`config.mk`:
```
export PLATFORM = sky130hd
export DESIGN_NAME = ultrasonic_echo_ranger_core_flat
export DESIGN_NICKNAME = d
export VERILOG_FILES = /design/src/design/uer_pkg.sv /design/src/design/uer_in_if.sv /design/src/design/uer_out_if.sv /design/src/design/uer_rise_mem.sv /design/src/design/uer_range_calc.sv /design/src/design/ultrasonic_echo_ranger_core.sv /design/src/flat_wrapper.sv
export SDC_FILE = /design/constraint.sdc
export NUM_CORES = 1
export LEC_CHECK = 0
export ABC_AREA = 1
export BUFFER_PORTS_ARGS = -buffer_cell sky130_fd_sc_hd__buf_2
export CORE_AREA = 5 5 213 164
export DETAILED_ROUTE_END_ITERATION = 8
export DIE_AREA = 0 0 218 169
export PLACE_DENSITY = 0.66
export SLEW_MARGIN = 20
export SYNTH_ARGS = -nofsm -noshare
export SYNTH_HDL_FRONTEND = slang
export SYNTH_SLANG_ARGS = --single-unit
```
`constraint.sdc`:
```
create_clock -name clk_i -period 8.7 [get_ports clk_i]
set_clock_uncertainty 0.15 [all_clocks]
set_input_delay 1.74 -clock clk_i [delete_from_list [all_inputs] [get_ports clk_i]]
set_output_delay 1.74 -clock clk_i [all_outputs]
set_load 0.02 [all_outputs]
```
`src/design/uer_pkg.sv`:
```
// ----------------------------------------------------------------------------
// Ultrasonic echo ranger package
// Shared widths, field types, input codes and inter-module structs.
// ----------------------------------------------------------------------------
package uer_pkg;

  // Number of sensor channels and width of the microsecond counter.
  localparam int unsigned CHANNELS  = 5;
  localparam int unsigned TIME_BITS = 24;

  // Fixed field widths of the request and result payloads.
  localparam int unsigned CHAN_W  = 3;
  localparam int unsigned WIDTH_W = 24;
  localparam int unsigned DIST_W  = 32;

  // Half the speed of sound: micrometres of range per microsecond of echo.
  localparam int unsigned SPEED_UM_PER_US = 170;

  // Address width of the rise time memory.
  localparam int unsigned ADDR_W = (CHANNELS > 1) ? $clog2(CHANNELS) : 1;

  typedef logic [TIME_BITS-1:0] time_t;
  typedef logic [ADDR_W-1:0]    addr_t;
  typedef logic [CHAN_W-1:0]    chan_t;
  typedef logic [WIDTH_W-1:0]   width_t;
  typedef logic [DIST_W-1:0]    dist_t;

  // Request mode and echo level codes.
  localparam logic MODE_TICK  = 1'b0;
  localparam logic MODE_EDGE  = 1'b1;
  localparam logic LEVEL_RISE = 1'b1;
  localparam logic LEVEL_FALL = 1'b0;

  // Access to the rise time memory.
  typedef struct packed {
    logic  wr_en;
    logic  rd_en;
    addr_t addr;
    time_t wdata;
  } mem_req_t;

  // A falling edge on its way to the width calculation.
  typedef struct packed {
    logic  valid;
    chan_t chan;
    time_t now;
  } fall_t;

endpackage

```
`src/design/uer_in_if.sv`:
```
// ----------------------------------------------------------------------------
// Ultrasonic echo ranger request channel
// Valid/ready channel carrying ticks and echo edge events.
// ----------------------------------------------------------------------------
interface uer_in_if;

  logic                 valid;
  logic                 ready;
  logic                 mode;
  uer_pkg::chan_t       channel;
  logic                 level;

  modport source (output valid, output mode, output channel, output level, input ready);
  modport sink   (input valid, input mode, input channel, input level, output ready);

endinterface

```
`src/design/uer_out_if.sv`:
```
// ----------------------------------------------------------------------------
// Ultrasonic echo ranger result channel
// Valid/ready channel carrying one finished echo measurement.
// ----------------------------------------------------------------------------
interface uer_out_if;

  logic            valid;
  logic            ready;
  uer_pkg::chan_t  sensor;
  uer_pkg::width_t width_us;
  uer_pkg::dist_t  distance_um;

  modport source (output valid, output sensor, output width_us, output distance_um,
                  input ready);
  modport sink   (input valid, input sensor, input width_us, input distance_um,
                  output ready);

endinterface

```
`src/design/uer_rise_mem.sv`:
```
// ----------------------------------------------------------------------------
// Rise time memory
// One entry per channel with a synchronous, registered read. Valid
// bits make an entry that was never written read as zero.
// ----------------------------------------------------------------------------
module uer_rise_mem (
  input  logic              clk_i,
  input  logic              rst_ni,
  input  uer_pkg::mem_req_t req_i,
  output uer_pkg::time_t    rdata_o
);

  uer_pkg::time_t                mem [uer_pkg::CHANNELS];
  logic [uer_pkg::CHANNELS-1:0]  valid_q;
  uer_pkg::time_t                rdata_q;
  logic                          rvalid_q;

  // Storage array: write and registered read.
  always_ff @(posedge clk_i) begin
    if (req_i.wr_en) begin
      mem[req_i.addr] <= req_i.wdata;
    end
    if (req_i.rd_en) begin
      rdata_q <= mem[req_i.addr];
    end
  end

  // Entry valid bits, cleared by reset and set on the first write.
  always_ff @(posedge clk_i or negedge rst_ni) begin
    if (!rst_ni) begin
      valid_q  <= '0;
      rvalid_q <= 1'b0;
    end else begin
      if (req_i.wr_en) begin
        valid_q[req_i.addr] <= 1'b1;
      end
      if (req_i.rd_en) begin
        rvalid_q <= valid_q[req_i.addr];
      end
    end
  end

  // An unwritten entry reads as its reset value of zero.
  assign rdata_o = rvalid_q ? rdata_q : '0;

`ifndef SYNTHESIS
  // A request either stores a rise time or looks one up, never both.
  assert property (@(posedge clk_i) disable iff (!rst_ni)
    !(req_i.wr_en && req_i.rd_en))
    else $error("rise memory read and write in the same cycle");

  // A written entry is valid from the next cycle on.
  assert property (@(posedge clk_i) disable iff (!rst_ni)
    req_i.wr_en |=> valid_q[$past(req_i.addr)])
    else $error("written entry not marked valid");

  // The read qualifier follows the valid bit of the address that was read.
  assert property (@(posedge clk_i) disable iff (!rst_ni)
    req_i.rd_en |=> rvalid_q == $past(valid_q[req_i.addr]))
    else $error("read qualifier does not match entry valid bit");
`endif

endmodule

```
`src/design/uer_range_calc.sv`:
```
// ----------------------------------------------------------------------------
// Echo range calculation
// Subtracts the stored rise time from the fall time, then scales the width
// to micrometres in the output register.
// ----------------------------------------------------------------------------
module uer_range_calc (
  input  logic            clk_i,
  input  logic            rst_ni,
  input  logic            en_i,
  input  uer_pkg::fall_t  fall_i,
  input  uer_pkg::time_t  rise_i,
  output logic            valid_o,
  output uer_pkg::chan_t  sensor_o,
  output uer_pkg::width_t width_o,
  output uer_pkg::dist_t  dist_o
);

  logic            width_valid_q;
  uer_pkg::chan_t  width_chan_q;
  uer_pkg::width_t width_q;
  uer_pkg::time_t  diff;

  logic            out_valid_q;
  uer_pkg::chan_t  out_sensor_q;
  uer_pkg::width_t out_width_q;
  uer_pkg::dist_t  out_dist_q;

  // Modular pulse width; a wide counter reports its low bits.
  assign diff = fall_i.now - rise_i;

  // Stage valid flags advance together with the pipeline enable.
  always_ff @(posedge clk_i or negedge rst_ni) begin
    if (!rst_ni) begin
      width_valid_q <= 1'b0;
      out_valid_q   <= 1'b0;
    end else if (en_i) begin
      width_valid_q <= fall_i.valid;
      out_valid_q   <= width_valid_q;
    end
  end

  // Payload registers: width stage, then the scaled result.
  always_ff @(posedge clk_i) begin
    if (en_i) begin
      width_chan_q <= fall_i.chan;
      width_q      <= uer_pkg::width_t'(diff);
      out_sensor_q <= width_chan_q;
      out_width_q  <= width_q;
      out_dist_q   <= uer_pkg::dist_t'(uer_pkg::dist_t'(width_q) *
                                       uer_pkg::dist_t'(uer_pkg::SPEED_UM_PER_US));
    end
  end

  assign valid_o  = out_valid_q;
  assign sensor_o = out_sensor_q;
  assign width_o  = out_width_q;
  assign dist_o   = out_dist_q;

endmodule

```
`src/design/ultrasonic_echo_ranger_core.sv`:
```
// ----------------------------------------------------------------------------
// Ultrasonic echo ranger core
// Multi-channel echo pulse timer: ticks advance a microsecond counter, rising
// edges store it per channel, falling edges report width and distance.
// ----------------------------------------------------------------------------
// A falling edge's result is built by the memory read at the accepting edge,
// then the width subtract, then the distance multiply into the output
// register. Throughput: one request per cycle; the pipeline stalls only
// while a result waits in the output register and ready is low.
// Reset clears the time counter, the per-channel valid bits of the rise time
// memory and all stage valid flags at once; no clearing pass is needed.
module ultrasonic_echo_ranger_core (
  input  logic clk_i,
  input  logic rst_ni,
  uer_in_if.sink    in_i,
  uer_out_if.source out_o
);

  logic              en;
  logic              in_fire;
  logic              is_edge;
  logic              in_range;
  uer_pkg::time_t    time_now_q;
  uer_pkg::mem_req_t mem_req;
  uer_pkg::time_t    rise_time;
  uer_pkg::fall_t    fall_d;
  uer_pkg::fall_t    fall_q;
  logic              out_valid;

  // Pipeline advances unless a result is held by the sink.
  assign en         = !out_valid || out_o.ready;
  assign in_i.ready = en;
  assign in_fire    = in_i.valid && en;

  // Request decode.
  assign is_edge  = in_fire && (in_i.mode == uer_pkg::MODE_EDGE);
  assign in_range = 32'(in_i.channel) < uer_pkg::CHANNELS;

  // Microsecond counter, advanced by each accepted tick and wrapping at its width.
  always_ff @(posedge clk_i or negedge rst_ni) begin
    if (!rst_ni) begin
      time_now_q <= '0;
    end else if (in_fire && (in_i.mode == uer_pkg::MODE_TICK)) begin
      time_now_q <= time_now_q + uer_pkg::time_t'(1);
    end
  end

  // Rising edges store the time, falling edges look it up.
  always_comb begin
    mem_req.wr_en = is_edge && in_range && (in_i.level == uer_pkg::LEVEL_RISE);
    mem_req.rd_en = is_edge && in_range && (in_i.level == uer_pkg::LEVEL_FALL);
    mem_req.addr  = uer_pkg::addr_t'(in_i.channel);
    mem_req.wdata = time_now_q;
  end

  uer_rise_mem u_rise_mem (
    .clk_i   (clk_i),
    .rst_ni  (rst_ni),
    .req_i   (mem_req),
    .rdata_o (rise_time)
  );

  // Falling edge context travels alongside the memory read.
  always_comb begin
    fall_d.valid = mem_req.rd_en;
    fall_d.chan  = in_i.channel;
    fall_d.now   = time_now_q;
  end

  always_ff @(posedge clk_i or negedge rst_ni) begin
    if (!rst_ni) begin
      fall_q <= '0;
    end else if (en) begin
      fall_q <= fall_d;
    end
  end

  uer_range_calc u_range_calc (
    .clk_i    (clk_i),
    .rst_ni   (rst_ni),
    .en_i     (en),
    .fall_i   (fall_q),
    .rise_i   (rise_time),
    .valid_o  (out_valid),
    .sensor_o (out_o.sensor),
    .width_o  (out_o.width_us),
    .dist_o   (out_o.distance_um)
  );

  assign out_o.valid = out_valid;

`ifndef SYNTHESIS
  // A tick moves the counter on by exactly one.
  assert property (@(posedge clk_i) disable iff (!rst_ni)
    in_fire && (in_i.mode == uer_pkg::MODE_TICK) |=>
      time_now_q == uer_pkg::time_t'($past(time_now_q) + uer_pkg::time_t'(1)))
    else $error("time counter did not advance on a tick");

  // An accepted in-range falling edge enters the calculation stage.
  assert property (@(posedge clk_i) disable iff (!rst_ni)
    mem_req.rd_en |=> fall_q.valid && fall_q.chan == $past(in_i.channel))
    else $error("falling edge lost before the width stage");

  // A delivered distance is always the reported width scaled.
  assert property (@(posedge clk_i) disable iff (!rst_ni)
    out_valid |-> out_o.distance_um == uer_pkg::dist_t'(uer_pkg::dist_t'(out_o.width_us) *
                                       uer_pkg::dist_t'(uer_pkg::SPEED_UM_PER_US)))
    else $error("distance does not match width");
`endif

endmodule

```
`src/flat_wrapper.sv`:
```
// flat-port wrapper written by rule: the top's interface ports become plain ports
module ultrasonic_echo_ranger_core_flat 
  (clk_i, rst_ni, in_i_valid, in_i_mode, in_i_channel, in_i_level, in_i_ready, out_o_valid, out_o_sensor, out_o_width_us, out_o_distance_um, out_o_ready);
  uer_in_if in_i_i ();
  uer_out_if out_o_i ();
  input  logic clk_i;
  input  logic rst_ni;
  input wire logic [$bits(in_i_i.valid)-1:0] in_i_valid;
  input wire logic [$bits(in_i_i.mode)-1:0] in_i_mode;
  input wire logic [$bits(in_i_i.channel)-1:0] in_i_channel;
  input wire logic [$bits(in_i_i.level)-1:0] in_i_level;
  output wire logic [$bits(in_i_i.ready)-1:0] in_i_ready;
  output wire logic [$bits(out_o_i.valid)-1:0] out_o_valid;
  output wire logic [$bits(out_o_i.sensor)-1:0] out_o_sensor;
  output wire logic [$bits(out_o_i.width_us)-1:0] out_o_width_us;
  output wire logic [$bits(out_o_i.distance_um)-1:0] out_o_distance_um;
  input wire logic [$bits(out_o_i.ready)-1:0] out_o_ready;
  assign in_i_i.valid = in_i_valid;
  assign in_i_i.mode = in_i_mode;
  assign in_i_i.channel = in_i_channel;
  assign in_i_i.level = in_i_level;
  assign in_i_ready = in_i_i.ready;
  assign out_o_valid = out_o_i.valid;
  assign out_o_sensor = out_o_i.sensor;
  assign out_o_width_us = out_o_i.width_us;
  assign out_o_distance_um = out_o_i.distance_um;
  assign out_o_i.ready = out_o_ready;
  ultrasonic_echo_ranger_core u_core (.clk_i(clk_i), .rst_ni(rst_ni), .in_i(in_i_i), .out_o(out_o_i));
endmodule
```
==> impl_metrics.toml, run 1 <==
[drt]
wl_mm = 36.2
num_vias = 11300
vias_per_cell = 5.09
antenna_left = 0
drc = 0
wire_per_inst_um = 16.3
drtIter0Drc = 1038
first_pass_iters = 5

[hold_path]
min_path_type = "flop to flop"

[clock_network]
clockBufferDepth = 3
hold_buffers = 0
clk_pin_slew_ns = 0.06
clk_latency_ns = 0.56
clock-sinks = 287
htreeDepth = 1
cts-root-buf = "clkbuf_16"
cts-buffers-inserted = 29
post_cts_buffers = 0
cts_resized = 0
cts_tree = "yes"

[final_layout]
regArea_sq_um = 8320
antenna_cells = 0
post_route_cells_drive_above_1_share_pct = 9.62
fill_cells = 2915
multi_input_area_sq_um = 6480
instances_no_fill = 2217
fin_area_sq_um = 17800
syn2layout_area_growth_pct = 11.4
nNetsFinal = 1899

[place]
gp_congestion = 0.896
port_buffers = 68
hpwl_mm = 26.7
dp_slack_ns = 3.56
placedCellCount = 2162
place_area_sq_um = 16900

[global_route]
grt.busiest_layer = "met1"
grtUsageMet1_pct = 31.9
met2_usage_pct = 29.2
grt_util_all_layers_pct = 20.1
grt_pass1_wl_mm = 59.4
grt_pass1_vias = 10800
grt.overflow.total = 0
grtUsageMet3_pct = 3.16
antenna_found_initial = 0
grt_max_degree = 74

[logic_synthesis]
synth_area_leaders = "edfxtp_1, nand2_1, dfrtp_1, ha_1, inv_1"
synth_top_area_share_pct = 42.5
post-synth-top-count-cell = "nand2_1"
ys.flop_type = "edfxtp_1"
syn-cell-area_sq_um = 16000
ys_seq_elements = 287
synth_seq_area_share_pct = 51.9
syn-num-nets = 1819
synth_edf_count = 227
yosys_warnings = 0
synth_top_area_cell = "edfxtp_1"
postSynthAreaPerCell_sq_um = 9.63
ys_types = 40
synthTopCellsByCount = "nand2_1, inv_1, edfxtp_1, ha_1, nand3_1"
async_reset_ff_share_pct = 20.9
syn_inst = 1664

[timing]
slew_violations = 0
rsz0062_at_grt = "false"
worstMarginPinSlew_ns = 0.944
fin_ws_ns = 4.15
fin_crit_ns = 4.55
hold_violations = 0
setup_viol = 0
fin_tns_setup_ns = 0
max_freq_mhz = 220
finalCritPeriodShare_pct = 52.2
slew-limit-headroom_pct = 37.0

[critical_path]
cp.arrival_ns = 2.66
critPathRequiredTime_ns = 6.81
crit_path_max_fanout = 21
start_kind = "input port"
cp-end-kind = "primary output"
worstSetupPathType = "input port to primary output"

[die]
dieHeight_um = 169
start_util_pct = 48.8
die_w_um = 218
core_area_sq_um = 32800
row_count = 58
fp.dieArea_sq_um = 36800
num_io_pins = 70

[status]
run_status = "complete, no violations"

[run]
cap_violations = 0
-- critical path, cell delays in order --
cell	delay [ns]
buf_2	0.11
nor2_4	0.37
inv_4	0.21
buf_2	0.21
-- cells in the final DEF (no fill, tap or decap), types with 8 or more instances in the layout --
cell | Yosys | routed
a21oi_1 | 35 | 35
a22oi_1 | 19 | 19
buf_2 | 7 | 68
clkbuf_1 | 12 | 10
clkbuf_16 | 0 | 29
dfrtp_1 | 60 | 60
edfxtp_1 | 227 | 227
fa_1 | 40 | 40
ha_1 | 106 | 106
inv_1 | 289 | 289
nand2_1 | 490 | 490
nand3_1 | 89 | 89
nand4_1 | 38 | 38
nor2_1 | 87 | 81
nor2_2 | 7 | 11
nor3_1 | 10 | 10
o21ai_0 | 39 | 39
xnor2_1 | 8 | 8
xor2_1 | 32 | 32
-- routing by layer --
metal / part of all wire [%] / vias to the layer above
met5: 0 / -
met4: 2.1 / 0
met3: 6.4 / 46
met2: 41 / 316
met1: 50 / 5371
li1: - / 5550
-- cell families (layout without fill, tap and decap cells) --
group / count (synthesis) / in the layout / share of synthesized area, %
other: 1 / 1 / 0.0234
xor gates and xnor gates: 40 / 40 / 2.19
and+or+nand+nor: 763 / 763 / 21.0
adders and majority gates: 146 / 146 / 13.3
buffers and inverters: 322 / 425 / 7.79
DFF: 287 / 287 / 51.9
AOI/OAI and AO/OA: 105 / 105 / 3.78
-- registers in the layout, summed over array words and instances (netlist names) --
register / count
u_core.u_rise_mem.mem: 120
u_core.u_range_calc.dist_o: 29
u_core.fall_q: 28
u_core.time_now_q: 24
u_core.u_range_calc.width_o: 24
u_core.u_range_calc.width_q: 24
u_core.u_rise_mem.rdata_q: 24
u_core.u_rise_mem.valid_q: 5
u_core.u_range_calc.sensor_o: 3
u_core.u_range_calc.width_chan_q: 3
u_core.u_range_calc.valid_o: 1
u_core.u_range_calc.width_valid_q: 1
u_core.u_rise_mem.rvalid_q: 1
-- final cells by class --
type | instances | share of cell area [%]
Multi-Input combinational cell | 1055 | 36.3
Tap cell | 450 | 3.15
Timing Repair Buffer | 75 | 2.27
Inverter | 296 | 6.24
Clock inverter | 12 | 0.918
Sequential cell | 287 | 46.6
Clock buffer | 42 | 4.51
-- worst paths after layout --
| path | cells past startpoint | start | slack (ns) | endpoint |
|---|---|---|---|---|
| setup / recovery | 4 | out_o_ready | 4.15 | in_i_ready |
| hold / removal | 0 | u_core.u_range_calc.width_chan_q[1]$_DFFE_PN_ | 0.27 | u_core.u_range_calc.sensor_o[1]$_DFFE_PN_ |
| setup reg to reg | 17 | u_core.u_range_calc.width_q[3]$_DFFE_PN_ | 4.48 | u_core.u_range_calc.dist_o[31]$_DFFE_PN_ |
| hold reg to reg | 0 | u_core.u_range_calc.width_chan_q[1]$_DFFE_PN_ | 0.27 | u_core.u_range_calc.sensor_o[1]$_DFFE_PN_ |
| max in group asynchronous | 2 | rst_ni | 6.65 | u_core.fall_q[22]$_DFFE_PN0N_ |
| min in group asynchronous | 2 | rst_ni | 1.17 | u_core.u_rise_mem.valid_q[1]$_DFFE_PN0P_ |
-- through the flow --
stage          hold slack [ns]  util [%]
6_report                 0.271      54.4
3_5_place_dp             0.256      51.4
2_1_floorplan            0.250         -
5_1_grt                  0.287      54.4
3_3_place_gp             0.252      51.4
4_1_cts                  0.270      54.4
Power of run 1 is not shown: default switching activity piles up to over one toggle a cycle in this logic, so the estimate is an artifact.
==> run 2: changes to the inputs <==
--- a/config.mk
+++ b/config.mk
@@ -5,11 +5,11 @@
 export SDC_FILE = /design/constraint.sdc
 export NUM_CORES = 1
 export LEC_CHECK = 0
-export ABC_AREA = 1
+export ABC_AREA = 0
 export BUFFER_PORTS_ARGS = -buffer_cell sky130_fd_sc_hd__buf_2
-export CORE_AREA = 5 5 213 164
+export CORE_AREA = 5 5 206 158
 export DETAILED_ROUTE_END_ITERATION = 8
-export DIE_AREA = 0 0 218 169
+export DIE_AREA = 0 0 211 163
 export PLACE_DENSITY = 0.66
 export SLEW_MARGIN = 20
 export SYNTH_ARGS = -nofsm -noshare
==> constraint.sdc (replaced) <==
create_clock -name clk_i -period 4.7 [get_ports clk_i]
set_clock_uncertainty 0.15 [all_clocks]
set_input_delay 0.94 -clock clk_i [delete_from_list [all_inputs] [get_ports clk_i]]
set_output_delay 0.94 -clock clk_i [all_outputs]
set_load 0.02 [all_outputs]
==> run 2 against run 1 <==
Synthesized area shrank 7.2%. Design area shrank 6.2%. Setup slack lost 4.0 ns. Wire length shrank 17%. Worst hold slack lost 0.0027 ns. Register-to-register slack lost 4.3 ns. Sequential share of layout area grew 3.1 points. First-iteration DRC count shrank 52%. Critical path type is now flop to flop. Critical endpoint is now u_core.u_range_calc.dist_o[25]$_DFFE_PN_.
==> impl_metrics.toml, run 2 <==
[clock_network]
clk_latency_ns = 0.57
clock-sinks = 287
clockBufferDepth = 3
htreeDepth = 1
cts-buffers-inserted = 29
cts_tree = "yes"
hold_buffers = 0
clk_pin_slew_ns = 0.06
cts-root-buf = "clkbuf_16"

[timing]
hold_violations = 0
setup_viol = 0
finalCritPeriodShare_pct = 96.6
whs_ns = 0.268
fin_crit_ns = 4.54
worstMarginPinSlew_ns = 0.921
max_freq_mhz = 220
slew-limit-headroom_pct = 38.5
fin_tns_setup_ns = 0
slew_violations = 0
rsz0062_at_grt = "false"

[drt]
num_vias = 9157
wl_mm = 30.0
drtIter0Drc = 495
vias_per_cell = 5.30
route.met3.wl_mm = 1.43
drt-met1-wl_mm = 14.4
route.met2.wl_mm = 13.6
antenna_left = 0
drc = 0
routed.top_layer = "met4"
first_pass_iters = 5
wire_per_inst_um = 17.3

[final_layout]
instances_no_fill = 1727
final_common_cell = "edfxtp_1"
antenna_cells = 0
top_register = "u_core.u_rise_mem.mem"
largest_reg_flops = 120
fill_cells = 2606
multi_input_area_sq_um = 5970
fin_area_sq_um = 16700
nNetsFinal = 1454
post_route_cells_drive_above_1_share_pct = 12.8
regArea_sq_um = 8320
syn2layout_area_growth_pct = 12.7
layout_common_cells = "edfxtp_1, nand2_1, inv_1, ha_1, buf_2"

[logic_synthesis]
synth_edf_count = 227
syn-num-nets = 1366
synthTopCellsByCount = "edfxtp_1, nand2_1, inv_1, ha_1, a21oi_1"
synth_top_area_share_pct = 45.9
ys_types = 70
yosys_warnings = 0
synth_top_area_cell = "edfxtp_1"
synth_area_leaders = "edfxtp_1, dfrtp_1, ha_1, fa_1, nand2_1"
syn-cell-area_sq_um = 14900
ys.flop_type = "edfxtp_1"
ys_seq_elements = 287
async_reset_ff_share_pct = 20.9
post-synth-top-count-cell = "edfxtp_1"
postSynthAreaPerCell_sq_um = 12.3
synth_seq_area_share_pct = 56.0
syn_inst = 1211

[critical_path]
cp-end-kind = "flop"
r2r-end = "u_core.u_range_calc.dist_o[25]$_DFFE_PN_"
critPathRequiredTime_ns = 4.85
rrSetupSlack_ns = 0.16
rr_worst_depth = 15
cp.arrival_ns = 4.69
start_kind = "flop"
worstSetupPathType = "flop to flop"
crit_path_max_fanout = 5
r2r_start = "u_core.u_range_calc.width_q[3]$_DFFE_PN_"

[die]
start_util_pct = 48.7
fp.dieArea_sq_um = 34400
row_count = 56
die_w_um = 211
core_area_sq_um = 30500
dieHeight_um = 163
num_io_pins = 70

[global_route]
grt_pass1_vias = 9030
antenna_found_initial = 1
grt_pass1_wl_mm = 48.1
grt_max_degree = 60
grt_util_all_layers_pct = 17.4
grt.overflow.total = 0

[hold_path]
hp-start = "u_core.u_range_calc.width_chan_q[2]$_DFFE_PN_"
min_path_type = "flop to flop"
hold_end = "u_core.u_range_calc.sensor_o[2]$_DFFE_PN_"
hold_depth = 0

[place]
port_buffers = 68
place_area_sq_um = 15700
hpwl_mm = 20.9
placedCellCount = 1670
gp_congestion = 0.889

[status]
run_status = "complete, no violations"

[run]
cap_violations = 0
run 2: cell types whose count changed after synthesis, moves of 10 or more:
| cell | delta |
|---|---|
| mux2i_1 | +21 |
| xnor2_1 | +31 |
| a21o_1 | +10 |
| nor2_1 | -29 |
| nand4_1 | -27 |
| nand2_1 | -337 |
| and3_1 | +18 |
| o21a_1 | +11 |
| a21oi_1 | +28 |
| nand3_1 | -71 |
| inv_1 | -166 |
| clkbuf_1 | +13 |
run 2: critical path: stages, from the launching register on:
cell and delay [ns]:
edfxtp_1 0.45, ha_1 0.34, inv_1 0.06, fa_1 0.55
inv_1 0.06, ha_1 0.35, inv_1 0.08, fa_1 0.50
inv_1 0.04, ha_1 0.36, nor2_1 0.11, a2111oi_4 0.29
a41oi_2 0.21, o41a_4 0.43, o31ai_4 0.19, xor2_1 0.10
run 2: layout make-up:
cell class / count / share of cell area [%]
Timing Repair Buffer: 90 / 3.17
Multi-Input combinational cell: 767 / 35.6
Clock inverter: 11 / 0.657
Sequential cell: 287 / 49.7
Tap cell: 406 / 3.03
Inverter: 124 / 2.79
Clock buffer: 42 / 5.05
run 2: routing by layer:
| layer | global-route usage, % | vias up |
|---|---|---|
| met5 | 0 | - |
| met2 | 28.1 | 192 |
| met4 | 3.48 | 0 |
| met1 | 25.2 | 4450 |
| met3 | 2.87 | 39 |
| li1 | - | 4476 |
run 2: how the worst max path moves through the flow:
| stage | cells past startpoint | start | slack, ns | end |
|---|---|---|---|---|
| floorplan | 15 | u_core.u_range_calc.width_q[3]$_DFFE_PN_ | 0.40 | u_core.u_range_calc.dist_o[25]$_DFFE_PN_ |
| global placement | 15 | u_core.u_range_calc.width_q[3]$_DFFE_PN_ | 0.20 | u_core.u_range_calc.dist_o[26]$_DFFE_PN_ |
| detailed placement | 15 | u_core.u_range_calc.width_q[3]$_DFFE_PN_ | 0.04 | u_core.u_range_calc.dist_o[26]$_DFFE_PN_ |
| CTS | 15 | u_core.u_range_calc.width_q[3]$_DFFE_PN_ | 0.05 | u_core.u_range_calc.dist_o[26]$_DFFE_PN_ |
| global route | 15 | u_core.u_range_calc.width_q[3]$_DFFE_PN_ | 0.0003 | u_core.u_range_calc.dist_o[25]$_DFFE_PN_ |
| finish | 15 | u_core.u_range_calc.width_q[3]$_DFFE_PN_ | 0.16 | u_core.u_range_calc.dist_o[25]$_DFFE_PN_ |
run 2: what timing repair did:
action / 4_1_cts / 5_1_grt
endpoints found under the setup margin: 0 / 6
resized for setup: 0 / 3
buffers inserted: 0 / 4
run 2: logic make-up after synthesis:
kind of cell	synth area share [%]
AND/OR/NAND/NOR	9.55
flip-flops	56.0
AO/OA/AOI/OAI	9.30
buffers and inverters	4.07
adder cells (fa/ha/maj)	14.3
XOR/XNOR	3.71
multiplexers	3.08
other	0.0252
run 2: metrics by stage:
stage / utilization (%) / setup WS [ns]
3_3_place_gp: 51.6 / 0.196
4_1_cts: 54.7 / 0.0468
6_report: 54.8 / 0.161
5_1_grt: 54.8 / 0.000285
2_1_floorplan: - / 0.400
3_5_place_dp: 51.6 / 0.0396
Power of run 2 is left out for the same reason.
